[src/rtl/core/tcw_pkg.sv]
// shared types, constants and helpers for the text console writer
package tcw_pkg;

   localparam int COLUMNS    = 80;
   localparam int ROWS       = 25;
   localparam int CELLS      = COLUMNS * ROWS;
   localparam int COL_W      = $clog2(COLUMNS);
   localparam int ROW_W      = $clog2(ROWS);
   localparam int IDX_W      = $clog2(CELLS);
   localparam int COORD_W    = 16;
   localparam int RECIP_SH   = 20;
   localparam int PROD_W     = COORD_W + RECIP_SH;
   localparam int CHAR_W     = 8;
   localparam int COLOR_W    = 4;
   localparam int CELL_W     = 16;
   localparam int CURSOR_W   = 11;
   localparam int CMD_W      = 2;
   localparam int CSR_IDX_W  = 2;
   localparam int CSR_DATA_W = 4;
   localparam int QUEUE_DEPTH = 2;
   localparam int QPTR_W     = $clog2(QUEUE_DEPTH);
   localparam int QCNT_W     = $clog2(QUEUE_DEPTH + 1);

   localparam logic [RECIP_SH-1:0] COL_RECIP = RECIP_SH'((2 ** RECIP_SH) / COLUMNS);
   localparam logic [RECIP_SH-1:0] ROW_RECIP = RECIP_SH'((2 ** RECIP_SH) / ROWS);

   localparam logic [CHAR_W-1:0]  NEWLINE    = 8'd10;
   localparam logic [CHAR_W-1:0]  SPACE      = 8'd32;
   localparam logic [COLOR_W-1:0] FG_RESET   = 4'd7;
   localparam logic [COLOR_W-1:0] BG_RESET   = 4'd0;
   localparam logic [CELL_W-1:0]  CELL_RESET = 16'h0720;

   typedef enum logic [CMD_W-1:0] {
      CMD_WRITE = 2'd0,
      CMD_SET   = 2'd1,
      CMD_READ  = 2'd2,
      CMD_CLEAR = 2'd3
   } cmd_type;

   typedef enum logic [CSR_IDX_W-1:0] {
      CSR_FG    = 2'd0,
      CSR_BG    = 2'd1,
      CSR_BLINK = 2'd2
   } csr_index_type;

   typedef enum logic [1:0] {
      F_IDLE,
      F_QUOT,
      F_REM,
      F_PUSH
   } front_state_type;

   typedef enum logic [2:0] {
      B_INIT,
      B_IDLE,
      B_CLEAR,
      B_SCROLL_RD,
      B_SCROLL_WR,
      B_BLANK,
      B_FINISH
   } back_state_type;

   typedef struct packed {
      cmd_type            cmd;
      logic [CHAR_W-1:0]  char_code;
      logic [COL_W-1:0]   col;
      logic [ROW_W-1:0]   row;
   } cmd_entry_type;

   function automatic logic [CELL_W-1:0] make_cell(input logic [CHAR_W-1:0]  ch,
                                                   input logic [COLOR_W-1:0] fg,
                                                   input logic [COLOR_W-1:0] bg,
                                                   input logic               blink);
      make_cell = {bg[COLOR_W-1] | blink, bg[COLOR_W-2:0], fg, ch};
   endfunction

endpackage

[src/rtl/core/tcw_front.sv]
// front end: takes command beats and reduces coordinates by reciprocal multiplication
module tcw_front import tcw_pkg::*; (
   input  logic                clock,
   input  logic                reset,
   input  logic                req_push,
   output logic                req_full,
   input  logic [CMD_W-1:0]    req_cmd,
   input  logic [CHAR_W-1:0]   req_char_code,
   input  logic [COORD_W-1:0]  req_col,
   input  logic [COORD_W-1:0]  req_row,
   input  logic                init_busy,
   output logic                q_push,
   input  logic                q_full,
   output cmd_entry_type       q_entry
);

   front_state_type       state_ff, state_in;
   cmd_type               cmd_ff, cmd_in;
   logic [COORD_W-1:0]    col_raw_ff, col_raw_in;
   logic [COORD_W-1:0]    row_raw_ff, row_raw_in;
   logic [COORD_W-1:0]    col_quot_ff, col_quot_in;
   logic [COORD_W-1:0]    row_quot_ff, row_quot_in;
   logic [COL_W:0]        col_rem_ff, col_rem_in;
   logic [ROW_W:0]        row_rem_ff, row_rem_in;
   logic [PROD_W-1:0]     col_prod, row_prod;
   logic [COORD_W-1:0]    col_diff, row_diff;
   logic [COL_W-1:0]      col_mod;
   logic [ROW_W-1:0]      row_mod;
   cmd_type               req_cmd_e;

   assign req_cmd_e = cmd_type'(req_cmd);
   // quotient estimate is low by at most one
   assign col_prod  = PROD_W'(col_raw_ff) * PROD_W'(COL_RECIP);
   assign row_prod  = PROD_W'(row_raw_ff) * PROD_W'(ROW_RECIP);
   assign col_diff  = col_raw_ff - col_quot_ff * COORD_W'(COLUMNS);
   assign row_diff  = row_raw_ff - row_quot_ff * COORD_W'(ROWS);
   assign col_mod   = (col_rem_ff >= (COL_W+1)'(COLUMNS)) ?
                      COL_W'(col_rem_ff - (COL_W+1)'(COLUMNS)) : COL_W'(col_rem_ff);
   assign row_mod   = (row_rem_ff >= (ROW_W+1)'(ROWS)) ?
                      ROW_W'(row_rem_ff - (ROW_W+1)'(ROWS)) : ROW_W'(row_rem_ff);

   always_ff @(posedge clock) begin
      if (reset) begin
         state_ff <= F_IDLE;
      end else begin
         state_ff <= state_in;
      end
      cmd_ff      <= cmd_in;
      col_raw_ff  <= col_raw_in;
      row_raw_ff  <= row_raw_in;
      col_quot_ff <= col_quot_in;
      row_quot_ff <= row_quot_in;
      col_rem_ff  <= col_rem_in;
      row_rem_ff  <= row_rem_in;
   end

   always_comb begin
      state_in    = state_ff;
      cmd_in      = cmd_ff;
      col_raw_in  = col_raw_ff;
      row_raw_in  = row_raw_ff;
      col_quot_in = col_quot_ff;
      row_quot_in = row_quot_ff;
      col_rem_in  = col_rem_ff;
      row_rem_in  = row_rem_ff;
      req_full    = (state_ff != F_IDLE) || q_full || init_busy;
      q_push      = 1'b0;
      q_entry     = '{cmd: req_cmd_e, char_code: req_char_code, col: '0, row: '0};
      case (state_ff)
         F_IDLE: begin
            if (req_push && !req_full) begin
               if (req_cmd_e inside {CMD_WRITE, CMD_CLEAR}) begin
                  q_push = 1'b1;
               end else begin
                  cmd_in     = req_cmd_e;
                  col_raw_in = req_col;
                  row_raw_in = req_row;
                  state_in   = F_QUOT;
               end
            end
         end
         F_QUOT: begin
            col_quot_in = COORD_W'(col_prod >> RECIP_SH);
            row_quot_in = COORD_W'(row_prod >> RECIP_SH);
            state_in    = F_REM;
         end
         F_REM: begin
            col_rem_in = (COL_W+1)'(col_diff);
            row_rem_in = (ROW_W+1)'(row_diff);
            state_in   = F_PUSH;
         end
         F_PUSH: begin
            q_entry = '{cmd: cmd_ff, char_code: '0, col: col_mod, row: row_mod};
            if (!q_full) begin
               q_push   = 1'b1;
               state_in = F_IDLE;
            end
         end
         default: begin
            state_in = F_IDLE;
         end
      endcase
   end

endmodule

[config.mk]
export PLATFORM = sky130hd
export DESIGN_NAME = tcw_front
export DESIGN_NICKNAME = d
export VERILOG_FILES = /design/src/rtl/core/tcw_pkg.sv /design/src/rtl/core/tcw_front.sv
export SDC_FILE = /design/constraint.sdc
export NUM_CORES = 1
export LEC_CHECK = 0
export BUFFER_PORTS_ARGS = -buffer_cell sky130_fd_sc_hd__buf_4
export CORE_ASPECT_RATIO = 1.2
export CORE_MARGIN = 2
export CORE_UTILIZATION = 50
export CTS_CLUSTER_DIAMETER = 200
export DETAILED_ROUTE_END_ITERATION = 16
export HOLD_SLACK_MARGIN = 0.1
export PLACE_DENSITY = 0.7
export SYNTH_ARGS = -nofsm -noshare
export SYNTH_HDL_FRONTEND = slang
export SYNTH_SLANG_ARGS = --single-unit
[constraint.sdc]
create_clock -name clock -period 6.2 [get_ports clock]
set_input_delay 1.24 -clock clock [delete_from_list [all_inputs] [get_ports clock]]
set_output_delay 1.24 -clock clock [all_outputs]
set_load 0.03 [all_outputs]
==> impl_metrics.ini <==
[outcome]
status = finished clean

[synth]
netlist_area_sq_um = 10800
yosysWarnings = 0
ys_types = 46
synth_edf_count = 58
ys.flop_type = edfxtp_1
ys_ff_latch = 60
syn_avg_cell_area_sq_um = 10.4
synth.yosys.seq_area_share = 0.165
synthArstFlopShare = 0
synth_nets = 1482
syn-instance-count = 1040

[routing]
vias = 7042
wirelength_mm = 21.6
wl_per_cell_um = 15.5
routed_via_density = 5.03
firstDrtPassIters = 4
ant_nets = 0
route.detailed.drc = 0
drtIter0Drc = 221

[critical_path]
cpMostUsedCell = inv_1
worstPathRequired_ns = 6.40
endpoint_kind = flip-flop
crit_end = row_quot_ff[3]$_DFFE_PN_
slowest_stage = edfxtp_1
cp.arrival_ns = 5.72
start_kind = flip-flop
reg2regPathDepth = 19
worstSetupPathType = reg -> reg
r2r_slack_ns = 0.67
crit_chain = ha_1 -> inv_1 -> fa_1 -> inv_1 -> fa_1 -> inv_1 -> fa_1 -> inv_1 -> fa_1 -> inv_1 -> fa_1 -> inv_1 -> ha_1 -> a211oi_1 -> o21ai_0 -> nor3_1 -> o21ai_1 -> or4_1 -> nand3_1
worst_r2r_startpoint = row_raw_ff[8]$_DFFE_PP_
r2r-end = row_quot_ff[3]$_DFFE_PN_
crit_fanout = 8
cpPeakStageDelay_ns = 0.56
crit_start = row_raw_ff[8]$_DFFE_PP_

[sta]
relSlewSlack = 0.535
fin_crit_ns = 5.53
slew_violations = 0
skew_ns = 0.0142
hold_violations = 0
worstMarginPinSlew_ns = 0.698
grt_setup_unrepaired = false
setup_viol = 0
fmax_ghz = 0.181
setup_tns_ns = 0
period_share = 0.891

[finish]
finalNonFillerCells = 1399
syn2layout_area_growth_pct = 11.0
final_cell_mix = 352 x inv_1, 232 x ha_1, 163 x fa_1, 75 x buf_4, 58 x edfxtp_1
n_antenna_cell = 0
drive_above_1_share = 0.0850
final_nets = 1566
final_common_cell = inv_1
final_util = 0.568

[run]
max_cap_viol_count = 0

[cts]
clk_pin_slew_ns = 0.07
cts_root_buf = clkbuf_16
postCtsSetupBuffers = 0
cts_tree = done
cts.path.max_buffers = 2
clk-insertion-delay-late_ns = 0.35
postCtsHoldBufs = 0
cts_resized = 0
htree_levels = 3
clock_sinks = 60
cts_made_buffers = 9

[floorplanning]
pin_count = 71
die_x_um = 138
coreArea_sq_um = 21000
dieArea_sq_um = 22800
placementRows = 58
start_util = 0.512
die_y_um = 165

[global_route]
globalRouteOverflowTotal = 0
antenna_found_initial = 0
grtUsageTotal = 0.207
grt_max_degree = 25
grt_first_pass_wirelength_mm = 37.2
grt_pass1_vias = 7631

[pwr]
ir_worst_vdd_v = 0.000245
p_leak_uw = 0.00631
p_per_area_nw_per_um2 = 354

[placement]
post-place-cells = 1383
place_congestion = 0.906
dp_hpwl_mm = 18.8
numPortBuffers = 70

[min_path]
hold_class = reg -> reg
## synthesized netlist by cell type (3+ instances only)
| cell type | count | area share |
|---|---|---|
| nand4_1 | 6 | 0.0035 |
| o21ai_0 | 17 | 0.0079 |
| a21o_1 | 7 | 0.0049 |
| nor3b_1 | 3 | 0.0021 |
| ha_1 | 232 | 0.27 |
| a31oi_1 | 3 | 0.0017 |
| or4_1 | 3 | 0.0021 |
| o211ai_1 | 3 | 0.0021 |
| nor2b_1 | 15 | 0.0087 |
| a211oi_1 | 9 | 0.0063 |
| nand2_1 | 20 | 0.0070 |
| or3_1 | 3 | 0.0017 |
| and2_1 | 9 | 0.0052 |
| fa_1 | 163 | 0.30 |
| xnor2_1 | 38 | 0.031 |
| a21oi_1 | 30 | 0.014 |
| nand3_1 | 10 | 0.0046 |
| o21bai_1 | 3 | 0.0021 |
| edfxtp_1 | 58 | 0.16 |
| nor2_1 | 8 | 0.0028 |
| nor3_1 | 7 | 0.0032 |
| mux2_2 | 3 | 0.0031 |
| xor2_1 | 7 | 0.0057 |
| inv_1 | 352 | 0.12 |
## worst min-delay path by stage
stage | start | slack (ns) | cells after the start | end
detailed placement | col_raw_ff[1]$_DFFE_PP_ | 0.61 | 0 | col_rem_ff[1]$_DFFE_PP_
floorplan | col_raw_ff[3]$_DFFE_PP_ | 0.51 | 0 | col_rem_ff[3]$_DFFE_PP_
global route | col_raw_ff[1]$_DFFE_PP_ | 0.63 | 0 | col_rem_ff[1]$_DFFE_PP_
global placement | col_raw_ff[1]$_DFFE_PP_ | 0.60 | 0 | col_rem_ff[1]$_DFFE_PP_
CTS | col_raw_ff[1]$_DFFE_PP_ | 0.61 | 0 | col_rem_ff[1]$_DFFE_PP_
finish | col_raw_ff[1]$_DFFE_PP_ | 0.60 | 0 | col_rem_ff[1]$_DFFE_PP_
## registers in the layout, indices dropped and copies added, names as in the netlist
name,cells
cmd_ff,2
col_quot_ff,4
col_raw_ff,16
col_rem_ff,8
row_quot_ff,6
row_raw_ff,16
row_rem_ff,6
state_ff,2
## layer usage
layer  vias up  GRT usage  wire length [um]
li1       3416          -                 -
met1      3433      0.254              9170
met2       159      0.380             11100
met3        34     0.0328               912
met4         0     0.0557               441
met5         -          0                 0
## power breakdown
part / internal [uW] / switching [uW]
sequential: 610 / 53.6
combinational: 1370 / 1720
clock: 275 / 208
total: 2260 / 1980
## stage by stage
step	area, sq um	hold slack (ns)	worst slack (ns)	power [uW]
2_1_floorplan	10800	0.511	1.02	3070
3_3_place_gp	11700	0.598	0.809	3690
3_5_place_dp	11700	0.606	0.682	3760
4_1_cts	12000	0.615	0.658	4280
5_1_grt	12000	0.630	0.288	4790
6_report	12000	0.604	0.675	4240
## layout make-up
type,count,area [sq um]
clock buffer,9,225
tap,270,338
fill,1849,9080
timing repair buffer,75,563
sequential,60,1780
multi-input combinational,626,7680
inverter,352,1320
clock inverter,7,57.6
## critical path, delay by kind of cell, from the launching register on
kind	cells	cell delay (ns)
adders and majority gates	7	3.20
and+or+nand+nor	3	0.77
DFF	1	0.56
AOI/OAI and AO/OA	3	0.52
buffers and inverters	6	0.31
## cells by family (layout without fill, tap and decap cells)
| logic type | count (synthesis) | after routing | synth area share |
|---|---|---|---|
| AOI/OAI and AO/OA | 90 | 90 | 0.0528 |
| xor gates and xnor gates | 45 | 45 | 0.0366 |
| adders and majority gates | 395 | 395 | 0.572 |
| buffers and inverters | 354 | 443 | 0.123 |
| DFF | 60 | 60 | 0.165 |
| muxes | 4 | 4 | 0.00406 |
| and+or+nand+nor | 92 | 92 | 0.0463 |
Note: power is estimated with default switching activity, not from simulation.
